### config.mk
export PLATFORM = sky130hd
export DESIGN_NAME = random_sample_set_flat
export DESIGN_NICKNAME = d
export VERILOG_FILES = /design/src/rtl/core/rss_pkg.sv /design/src/rtl/core/rss_req_if.sv /design/src/rtl/core/rss_rsp_if.sv /design/src/rtl/core/rss_ram.sv /design/src/rtl/core/random_sample_set.sv /design/src/flat_wrapper.sv
export SDC_FILE = /design/constraint.sdc
export NUM_CORES = 2
export LEC_CHECK = 0
export BUFFER_PORTS_ARGS = -buffer_cell sky130_fd_sc_hd__buf_4
export CAP_MARGIN = 15
export CORE_UTILIZATION = 40
export DETAILED_ROUTE_END_ITERATION = 10
export MAX_ROUTING_LAYER = met4
export SLEW_MARGIN = 20
export SYNTH_ARGS = -nofsm -noshare
export SYNTH_HDL_FRONTEND = slang
export SYNTH_SLANG_ARGS = --single-unit
export TNS_END_PERCENT = 10
### constraint.sdc
create_clock -name clk -period 7.4 [get_ports clk]
set_clock_uncertainty 0.2 [all_clocks]
set_input_delay 0.37 -clock clk [delete_from_list [all_inputs] [get_ports clk]]
set_output_delay 0.37 -clock clk [all_outputs]
set_load 0.05 [all_outputs]
### src/rtl/core/rss_pkg.sv
// Shared widths, command and status codes for the random sample set.
`default_nettype none

package rss_pkg;

  localparam int KEY_WIDTH    = 32;
  localparam int RAND_WIDTH   = 16;
  localparam int CMD_WIDTH    = 2;
  localparam int STATUS_WIDTH = 3;
  localparam int SIZE_WIDTH   = 7;
  localparam int SLOT_WIDTH   = 6;

  typedef logic [CMD_WIDTH-1:0]    cmd_t;
  typedef logic [STATUS_WIDTH-1:0] status_t;
  typedef logic [KEY_WIDTH-1:0]    key_t;
  typedef logic [RAND_WIDTH-1:0]   rand_t;
  typedef logic [SIZE_WIDTH-1:0]   size_t;
  typedef logic [SLOT_WIDTH-1:0]   slot_t;

  localparam cmd_t CMD_INSERT = 2'd0;
  localparam cmd_t CMD_REMOVE = 2'd1;
  localparam cmd_t CMD_PICK   = 2'd2;

  localparam status_t ST_DONE    = 3'd0;
  localparam status_t ST_PRESENT = 3'd1;
  localparam status_t ST_ABSENT  = 3'd2;
  localparam status_t ST_FULL    = 3'd3;
  localparam status_t ST_EMPTY   = 3'd4;

endpackage

`default_nettype wire

### src/rtl/core/rss_req_if.sv
// Command channel of the random sample set: valid, ready and the command beat.
`default_nettype none

interface rss_req_if;
  logic               valid;
  logic               ready;
  rss_pkg::cmd_t      cmd;
  rss_pkg::key_t      key;
  rss_pkg::rand_t     rand_value;

  modport source (output valid, output cmd, output key, output rand_value, input ready);
  modport sink   (input valid, input cmd, input key, input rand_value, output ready);
endinterface

`default_nettype wire

### src/rtl/core/rss_rsp_if.sv
// Response channel of the random sample set: valid, ready and the result beat.
`default_nettype none

interface rss_rsp_if;
  logic               valid;
  logic               ready;
  rss_pkg::key_t      element;
  rss_pkg::status_t   status;
  rss_pkg::size_t     set_size;
  rss_pkg::slot_t     slot;

  modport source (output valid, output element, output status, output set_size,
                  output slot, input ready);
  modport sink   (input valid, input element, input status, input set_size,
                  input slot, output ready);
endinterface

`default_nettype wire

### src/rtl/core/rss_ram.sv
// Generic simple dual-port RAM with one write port and a registered read port.
`default_nettype none

module rss_ram #(
  parameter int WIDTH = 32,
  parameter int DEPTH = 64
) (
  input  wire logic                     clk,
  input  wire logic                     we,
  input  wire logic [$clog2(DEPTH)-1:0] waddr,
  input  wire logic [WIDTH-1:0]         wdata,
  input  wire logic [$clog2(DEPTH)-1:0] raddr,
  output logic      [WIDTH-1:0]         rdata
);

  logic [WIDTH-1:0] mem [DEPTH];

  always_ff @(posedge clk) begin
    if (we) begin
      mem[waddr] <= wdata;
    end
    rdata <= mem[raddr];
  end

endmodule

`default_nettype wire

### src/rtl/core/random_sample_set.sv
// Random sample set: distinct keys held densely in a RAM, with insert, remove and random pick.
//
// Commands arrive on req (cmd, key, rand_value) and each produces exactly one
// beat on rsp (element, status, set_size, slot). req.ready is high only while
// the sequencer is idle; one command is worked on at a time.
// Insert and remove scan the occupied slots through the single RAM read port,
// one slot per cycle; a hit ends the scan early, and a remove that hits then
// moves the last key into the vacated slot (states S_MOVE_RD and S_MOVE_WR).
// A pick divides rand_value by the set size with a restoring divider, one
// quotient bit per cycle, then reads the slot at the remainder.
// Other commands and a pick from an empty set go straight from idle to S_FIN.
// The result sits in an output register, so the next command is accepted while
// a beat waits on a stalled receiver; a further result then waits until the
// receiver takes the first.
// Reset empties the set and drops any pending beat; slot contents are left as
// they are and are never read before being written.
`default_nettype none

module random_sample_set #(
  parameter int CAPACITY = 64
) (
  input wire logic clk,
  input wire logic rst,
  rss_req_if.sink   req,
  rss_rsp_if.source rsp
);

  localparam int IW  = $clog2(CAPACITY);
  localparam int CW  = $clog2(CAPACITY + 1);
  localparam int DCW = $clog2(rss_pkg::RAND_WIDTH);
  localparam int KW  = rss_pkg::KEY_WIDTH;
  localparam int RW  = rss_pkg::RAND_WIDTH;

  typedef enum logic [7:0] {
    S_IDLE      = 8'b0000_0001,
    S_SCAN      = 8'b0000_0010,
    S_MOVE_RD   = 8'b0000_0100,
    S_MOVE_WR   = 8'b0000_1000,
    S_DIV       = 8'b0001_0000,
    S_PICK_RD   = 8'b0010_0000,
    S_PICK_WAIT = 8'b0100_0000,
    S_FIN       = 8'b1000_0000
  } state_t;

  state_t state;

  rss_pkg::cmd_t    cmd_q;
  rss_pkg::key_t    key_q;
  rss_pkg::rand_t   rand_q;
  logic [CW-1:0]    count;
  logic [CW-1:0]    scan_idx;
  logic             chk_valid;
  logic [IW-1:0]    chk_idx;
  logic [IW-1:0]    pos;
  logic [CW-1:0]    rem;
  logic [DCW-1:0]   div_cnt;

  rss_pkg::key_t    res_element;
  rss_pkg::status_t res_status;
  logic [IW-1:0]    res_slot;

  logic             out_valid;
  rss_pkg::key_t    out_element;
  rss_pkg::status_t out_status;
  rss_pkg::size_t   out_size;
  rss_pkg::slot_t   out_slot;

  logic             ram_we;
  logic [IW-1:0]    ram_waddr;
  logic [KW-1:0]    ram_wdata;
  logic [IW-1:0]    ram_raddr;
  logic [KW-1:0]    ram_rdata;

  logic             issue;
  logic             match;
  logic             not_found;
  logic             full;
  logic [CW-1:0]    last_idx;
  logic [CW:0]      trial;
  logic [CW:0]      trial_sub;
  logic             trial_ge;
  logic             out_free;

  rss_ram #(.WIDTH(KW), .DEPTH(CAPACITY)) u_slots (
    .clk   (clk),
    .we    (ram_we),
    .waddr (ram_waddr),
    .wdata (ram_wdata),
    .raddr (ram_raddr),
    .rdata (ram_rdata)
  );

  assign issue     = (state == S_SCAN) && (scan_idx < count);
  assign match     = chk_valid && (ram_rdata == key_q);
  assign not_found = !match && !chk_valid && !issue;
  assign full      = (count == CW'(CAPACITY));
  assign last_idx  = count - CW'(1);
  assign trial     = {rem, rand_q[RW-1]};
  assign trial_sub = trial - {1'b0, count};
  assign trial_ge  = (trial >= {1'b0, count});
  assign out_free  = !out_valid || rsp.ready;

  // RAM port selection: scan reads, slot move and pick share the one read port.
  always_comb begin
    ram_we    = 1'b0;
    ram_waddr = '0;
    ram_wdata = '0;
    ram_raddr = '0;
    unique case (state)
      S_SCAN: begin
        ram_raddr = scan_idx[IW-1:0];
        if (not_found && (cmd_q == rss_pkg::CMD_INSERT) && !full) begin
          ram_we    = 1'b1;
          ram_waddr = count[IW-1:0];
          ram_wdata = key_q;
        end
      end
      S_MOVE_RD: ram_raddr = last_idx[IW-1:0];
      S_MOVE_WR: begin
        ram_we    = 1'b1;
        ram_waddr = pos;
        ram_wdata = ram_rdata;
      end
      S_PICK_RD: ram_raddr = rem[IW-1:0];
      default: ;
    endcase
  end

  always_ff @(posedge clk) begin
    if (rst) begin
      state     <= S_IDLE;
      count     <= '0;
      chk_valid <= 1'b0;
      out_valid <= 1'b0;
    end else begin
      if (out_valid && rsp.ready) begin
        out_valid <= 1'b0;
      end

      unique case (state)
        S_IDLE: begin
          if (req.valid) begin
            cmd_q     <= req.cmd;
            key_q     <= req.key;
            rand_q    <= req.rand_value;
            scan_idx  <= '0;
            chk_valid <= 1'b0;
            rem       <= '0;
            div_cnt   <= '0;
            unique case (req.cmd)
              rss_pkg::CMD_INSERT, rss_pkg::CMD_REMOVE: state <= S_SCAN;
              rss_pkg::CMD_PICK: begin
                if (count == '0) begin
                  res_element <= '0;
                  res_status  <= rss_pkg::ST_EMPTY;
                  res_slot    <= '0;
                  state       <= S_FIN;
                end else begin
                  state <= S_DIV;
                end
              end
              default: begin
                res_element <= req.key;
                res_status  <= rss_pkg::ST_DONE;
                res_slot    <= '0;
                state       <= S_FIN;
              end
            endcase
          end
        end

        S_SCAN: begin
          chk_valid <= issue;
          chk_idx   <= scan_idx[IW-1:0];
          if (issue) begin
            scan_idx <= scan_idx + CW'(1);
          end
          res_element <= key_q;
          if (match) begin
            chk_valid <= 1'b0;
            if (cmd_q == rss_pkg::CMD_INSERT) begin
              res_status <= rss_pkg::ST_PRESENT;
              res_slot   <= chk_idx;
              state      <= S_FIN;
            end else begin
              pos   <= chk_idx;
              state <= S_MOVE_RD;
            end
          end else if (not_found) begin
            res_slot <= '0;
            state    <= S_FIN;
            if (cmd_q == rss_pkg::CMD_INSERT) begin
              if (full) begin
                res_status <= rss_pkg::ST_FULL;
              end else begin
                res_status <= rss_pkg::ST_DONE;
                res_slot   <= count[IW-1:0];
                count      <= count + CW'(1);
              end
            end else begin
              res_status <= rss_pkg::ST_ABSENT;
            end
          end
        end

        S_MOVE_RD: state <= S_MOVE_WR;

        S_MOVE_WR: begin
          // The last key now fills the vacated slot.
          count      <= last_idx;
          res_status <= rss_pkg::ST_DONE;
          res_slot   <= pos;
          state      <= S_FIN;
        end

        S_DIV: begin
          rem     <= trial_ge ? trial_sub[CW-1:0] : trial[CW-1:0];
          rand_q  <= {rand_q[RW-2:0], 1'b0};
          div_cnt <= div_cnt + DCW'(1);
          if (div_cnt == DCW'(RW - 1)) begin
            state <= S_PICK_RD;
          end
        end

        S_PICK_RD: state <= S_PICK_WAIT;

        S_PICK_WAIT: begin
          res_element <= ram_rdata;
          res_status  <= rss_pkg::ST_DONE;
          res_slot    <= rem[IW-1:0];
          state       <= S_FIN;
        end

        S_FIN: begin
          if (out_free) begin
            out_valid   <= 1'b1;
            out_element <= res_element;
            out_status  <= res_status;
            out_size    <= rss_pkg::SIZE_WIDTH'(count);
            out_slot    <= rss_pkg::SLOT_WIDTH'(res_slot);
            state       <= S_IDLE;
          end
        end

        default: state <= S_IDLE;
      endcase
    end
  end

  assign req.ready    = (state == S_IDLE);
  assign rsp.valid    = out_valid;
  assign rsp.element  = out_element;
  assign rsp.status   = out_status;
  assign rsp.set_size = out_size;
  assign rsp.slot     = out_slot;

  a_count_bound: assert property (@(posedge clk) disable iff (rst)
    count <= CW'(CAPACITY))
    else $error("set size exceeds capacity");

  a_count_change: assert property (@(posedge clk) disable iff (rst)
    (!$past(rst) && (count != $past(count))) |->
      ($past(state) == S_SCAN) || ($past(state) == S_MOVE_WR))
    else $error("set size changed outside insert or remove");

  a_rem_bound: assert property (@(posedge clk) disable iff (rst)
    ((state == S_DIV) || (state == S_PICK_RD)) |-> (rem < count))
    else $error("pick remainder not below set size");

  a_empty_beat: assert property (@(posedge clk) disable iff (rst)
    (out_valid && (out_status == rss_pkg::ST_EMPTY)) |->
      ((out_element == '0) && (out_size == '0)))
    else $error("empty pick beat carries data");

endmodule

`default_nettype wire

### src/flat_wrapper.sv
// flat-port wrapper written by rule: the top's interface ports become plain ports
module random_sample_set_flat 
#(
  parameter int CAPACITY = 64
)
  (clk, rst, req_valid, req_cmd, req_key, req_rand_value, req_ready, rsp_valid, rsp_element, rsp_status, rsp_set_size, rsp_slot, rsp_ready);
  rss_req_if req_i ();
  rss_rsp_if rsp_i ();
  input wire logic clk;
  input wire logic rst;
  input wire logic [$bits(req_i.valid)-1:0] req_valid;
  input wire logic [$bits(req_i.cmd)-1:0] req_cmd;
  input wire logic [$bits(req_i.key)-1:0] req_key;
  input wire logic [$bits(req_i.rand_value)-1:0] req_rand_value;
  output wire logic [$bits(req_i.ready)-1:0] req_ready;
  output wire logic [$bits(rsp_i.valid)-1:0] rsp_valid;
  output wire logic [$bits(rsp_i.element)-1:0] rsp_element;
  output wire logic [$bits(rsp_i.status)-1:0] rsp_status;
  output wire logic [$bits(rsp_i.set_size)-1:0] rsp_set_size;
  output wire logic [$bits(rsp_i.slot)-1:0] rsp_slot;
  input wire logic [$bits(rsp_i.ready)-1:0] rsp_ready;
  assign req_i.valid = req_valid;
  assign req_i.cmd = req_cmd;
  assign req_i.key = req_key;
  assign req_i.rand_value = req_rand_value;
  assign req_ready = req_i.ready;
  assign rsp_valid = rsp_i.valid;
  assign rsp_element = rsp_i.element;
  assign rsp_status = rsp_i.status;
  assign rsp_set_size = rsp_i.set_size;
  assign rsp_slot = rsp_i.slot;
  assign rsp_i.ready = rsp_ready;
  random_sample_set #(.CAPACITY(CAPACITY)) u_core (.clk(clk), .rst(rst), .req(req_i), .rsp(rsp_i));
endmodule
==> metrics.csv <==
stage,metric,value,unit
run_status,status,"complete, but fails checks",
run_status,violations_in_the_final_reports,design-rule violations,
clock_tree,htreeDepth,4,
global_routing,met2_usage,35.0,%
sta,report.final.slew_viol_count,0,
floorplan,start_util,40.2,%
detailed_routing,wire_per_inst,28.2,um
logic_synthesis,synth_cell_type_count,74,
logic_synthesis,synth-edff-count,2217,
clock_tree,clk_transition_reported_paths,0.07,ns
critical_path,worst-endpoint-required,7.63,ns
detailed_routing,firstDrtPassIters,11,
sta,timing.slew.headroom,22.5,%
floorplan,std_cell_rows,173,
job,drv_cap,0,
logic_synthesis,yosys_register_bits,2266,
sta,final-hold-violation-count,0,
logic_synthesis,synth-main-ff-cell,sky130_fd_sc_hd__edfxtp_1,
logic_synthesis,synth.cell_area,0.0892,mm2
global_routing,number_of_antenna_violations_at_the_first_check_in_global_routing,29,
pwr,power_density,249,mW/mm2
floorplan,die_outline_area,0.225,mm2
final_layout,final_net_count,6491,
clock_tree,max-clock-path-buffers,3,
pwr,power.share.switching,20.9,%
detailed_routing,initialDrtViolationCount,8435,
place,post-dp-hpwl,153000,um
critical_path,reg2regPathDepth,8,
global_routing,grt_max_degree,154,
detailed_routing,vias,56800,
sta,max_frequency,172,MHz
global_routing,grt_util_all_layers,24.3,%
logic_synthesis,simple_gate_fraction_of_synth_area,9.19,%
pwr,total_leakage_power,0.0361,uW
logic_synthesis,synth-compound-area-share,10.1,%
pwr,logic_gate_share_of_total_power,2.6,%
final_layout,final_core_utilization,46.1,%
place,numPortBuffers,103,
pwr,sequentialPowerShare,55.1,%
clock_tree,cts.root.buffer_cell,sky130_fd_sc_hd__clkbuf_16,
logic_synthesis,largest_family_of_logic_cells_by_synthesized_area,compound AO/OA/AOI/OAI gates,
logic_synthesis,synth_xor_area_share,0.501,%
sta,setup_viol,0,
critical_path,timing.critical_path.cells,nor4_2 -> nand2_1 -> nor3_1 -> nand2_1 -> or3_1 -> o21ai_1 -> nand2b_1 -> nor2_4,
logic_synthesis,post_synth_fa_ha_maj_area_fraction,0.261,%
critical_path,worst_path_max_delay_cell,sky130_fd_sc_hd__nor2_4,
critical_path,worst-endpoint-arrival,6.04,ns
global_routing,met3_usage,3.67,%
global_routing,grt_overflow,0,
worst_hold_path,worstHoldPathType,in -> reg,
logic_synthesis,synth_cells,6304,
pwr,power.net_switching,5320,uW
critical_path,critPathMostFrequentCell,sky130_fd_sc_hd__nand2_1,
critical_path,start_kind,flip-flop,
final_layout,drive_above_1_share,10.8,%
place,place.detailed.instances,9096,
clock_tree,clock_insertion_delay_worst_skew,0.87,ns
floorplan,fp.coreArea,0.222,mm2
global_routing,globalRouteMet1Util,34.1,%
clock_tree,cts_hold_buffers,58,
final_layout,area_delta_synth_final,14.7,%
logic_synthesis,synth_async_sr_flop_share,0,%
floorplan,die_height,474,um
detailed_routing,via_per_inst,5.91,
pwr,power.ir.vdd_worst,248,uV
logic_synthesis,yosysWarnings,0,
logic_synthesis,syn_nets,6376,
sta,grt_setup_unrepaired,no,
clock_tree,cts_sinks,2266,
logic_synthesis,post_synth_mux_area_share,1.96,%
place,routabilityCongestion,0.894,
clock_tree,tritoncts,yes,
pwr,cell_internal_pwr,20100,uW
floorplan,die_x,474,um
logic_synthesis,synth_sequential_area_ratio,75.7,%
global_routing,grt_first_pass_wirelength,384000,um
global_routing,grt_pass1_vias,52700,
detailed_routing,number_of_nets_with_antenna_violations_after_detailed_routing,0,
floorplan,ioPinCount,104,
detailed_routing,drc_errors,4,
critical_path,max_stage_delay,1.06,ns
final_layout,layout.cells.non_filler,9603,
clock_tree,tritoncts_buffer_count,219,
detailed_routing,postRouteWirelength,271000,um
global_routing,busiest_layer,met2,
logic_synthesis,syn_area_per_cell,14.2,um2
final_layout,filler_cell_count,19100,
worst_hold_path,worstHoldPathCells,2,
sta,transition_time_of_the_tightest_slew_check_pin,1.16,ns
sta,fin_crit,5.81,ns
critical_path,setup.worst_path.end_class,flip-flop,
clock_tree,ctsResizeCount,0,
sta,timing.setup.tns,0,ns
clock_tree,postCtsSetupBuffers,0,
pwr,clock_power_share,42.3,%
critical_path,cp_max_fo,32,
sta,layout_worst_path_cycle_share,78.5,%
critical_path,critPathKind,reg -> reg,
kinds of logic (layout without fill, tap and decap cells):
group           after synthesis  after routing
flops                      2266           2266
simple gates               1980           1980
compound gates             1362           1362
buf+inv                     454            746
mux                         173            173
xor+xnor                     51             51
fa+ha+maj                    18             18
other cells                   0             32
worst max-delay path, delay by kind of cell (launching register included):
family / cells / cell delay [ns]
and+or+nand+nor: 7 / 4.22
AOI/OAI and AO/OA: 1 / 0.53
DFF: 1 / 0.37
worst paths after layout:
path | slack, ns | end | start
max | 1.59 | u_core.u_slots.mem[63][8] | u_core.state[7]
min | 0.05 | u_core.key_q[0] | req_key[0]
max reg2reg | 1.59 | u_core.u_slots.mem[63][8] | u_core.state[7]
min reg2reg | 0.22 | u_core.rsp.element[17] | u_core.res_element[17]
routing by layer:
| layer | routed length [um] | part of all wire [%] |
|---|---|---|
| met1 | 113000 | 42 |
| met2 | 120000 | 44 |
| met3 | 26900 | 9.9 |
| met4 | 11200 | 4.1 |
| met5 | 0 | 0 |
per-stage QoR:
step,instance area (um2),total power (uW),hold slack [ns],worst slack (ns)
floorplan,89200,14600,0.200,1.90
global placement,94000,14900,0.204,1.88
detailed placement,94400,14900,0.205,1.79
CTS,102000,25600,0.00112,1.72
global route,102000,26100,0.0326,1.36
finish,102000,25500,0.0521,1.59
power groups by stage:
stage | Clock, uW | Combinational (uW) | Sequential (uW)
6_report | 10800 | 662 | 14000
2_1_floorplan | 0 | 361 | 14300
4_1_cts | 10900 | 653 | 14000
5_1_grt | 11400 | 698 | 14000
3_3_place_gp | 0 | 622 | 14300
3_5_place_dp | 0 | 625 | 14300
cell usage after synthesis, types with 17 or more instances:
library cell / instances / area (um2)
sky130_fd_sc_hd__a32oi_1: 318 / 2790
sky130_fd_sc_hd__nand3_1: 213 / 1070
sky130_fd_sc_hd__o21ai_0: 18 / 90.1
sky130_fd_sc_hd__buf_1: 33 / 124
sky130_fd_sc_hd__nor2_1: 124 / 465
sky130_fd_sc_hd__inv_1: 17 / 63.8
sky130_fd_sc_hd__a22oi_1: 140 / 1050
sky130_fd_sc_hd__ha_1: 17 / 213
sky130_fd_sc_hd__a221oi_1: 66 / 578
sky130_fd_sc_hd__or4_1: 30 / 225
sky130_fd_sc_hd__clkbuf_1: 241 / 905
sky130_fd_sc_hd__dfxtp_1: 49 / 981
sky130_fd_sc_hd__nand2_1: 1487 / 5580
sky130_fd_sc_hd__a21oi_1: 675 / 3380
sky130_fd_sc_hd__edfxtp_1: 2217 / 66600
sky130_fd_sc_hd__mux2i_1: 158 / 1580
sky130_fd_sc_hd__a211oi_1: 35 / 263
sky130_fd_sc_hd__nor3_1: 17 / 85.1
sky130_fd_sc_hd__a22o_1: 33 / 289
sky130_fd_sc_hd__xor2_1: 36 / 315
sky130_fd_sc_hd__buf_2: 146 / 731
sky130_fd_sc_hd__a31oi_1: 27 / 169
registers in the layout, summed over array words and instances (netlist names), 4 cells and up:
register,flops
u_core.scan_idx,7
u_core.pos,6
u_core.u_slots.mem,2048
u_core.rand_q,16
u_core.rsp.set_size,7
u_core.u_slots.rdata,32
u_core.res_slot,6
u_core.div_cnt,4
u_core.key_q,32
u_core.rem,7
u_core.chk_idx,6
u_core.rsp.element,32
u_core.state,8
u_core.res_element,32
u_core.count,7
u_core.rsp.slot,6
placed cells by master, fill, tap and decap left out, types with 24 or more instances in the layout:
cell type	instances
sky130_fd_sc_hd__diode_2	32
sky130_fd_sc_hd__edfxtp_1	2217
sky130_fd_sc_hd__buf_4	206
sky130_fd_sc_hd__a32oi_1	318
sky130_fd_sc_hd__a22o_4	24
sky130_fd_sc_hd__clkinv_2	26
sky130_fd_sc_hd__buf_12	48
sky130_fd_sc_hd__a31oi_1	27
sky130_fd_sc_hd__a22oi_1	140
sky130_fd_sc_hd__clkinv_1	50
sky130_fd_sc_hd__clkbuf_16	221
sky130_fd_sc_hd__mux2i_1	158
sky130_fd_sc_hd__dfxtp_1	49
sky130_fd_sc_hd__dlygate4sd3_1	58
sky130_fd_sc_hd__xor2_1	36
sky130_fd_sc_hd__a21oi_1	673
sky130_fd_sc_hd__or4_1	30
sky130_fd_sc_hd__nand3_1	210
sky130_fd_sc_hd__nor2_4	69
sky130_fd_sc_hd__a211oi_1	34
sky130_fd_sc_hd__nand2_1	1484
sky130_fd_sc_hd__a221oi_1	65
sky130_fd_sc_hd__clkbuf_1	59
sky130_fd_sc_hd__nor2_1	55
cell type report:
cell class | instances | area [um2] | area share [%]
Antenna cell | 32 | 80.1 | 0.0782
Clock buffer | 287 | 5850 | 5.71
Clock inverter | 111 | 970 | 0.948
Inverter | 19 | 71.3 | 0.0697
Multi-Input combinational cell | 3584 | 20500 | 20.1
Sequential cell | 2266 | 67600 | 66.0
Tap cell | 2975 | 3720 | 3.64
Timing Repair Buffer | 329 | 3560 | 3.47
Power figures use the tool's default switching activity.
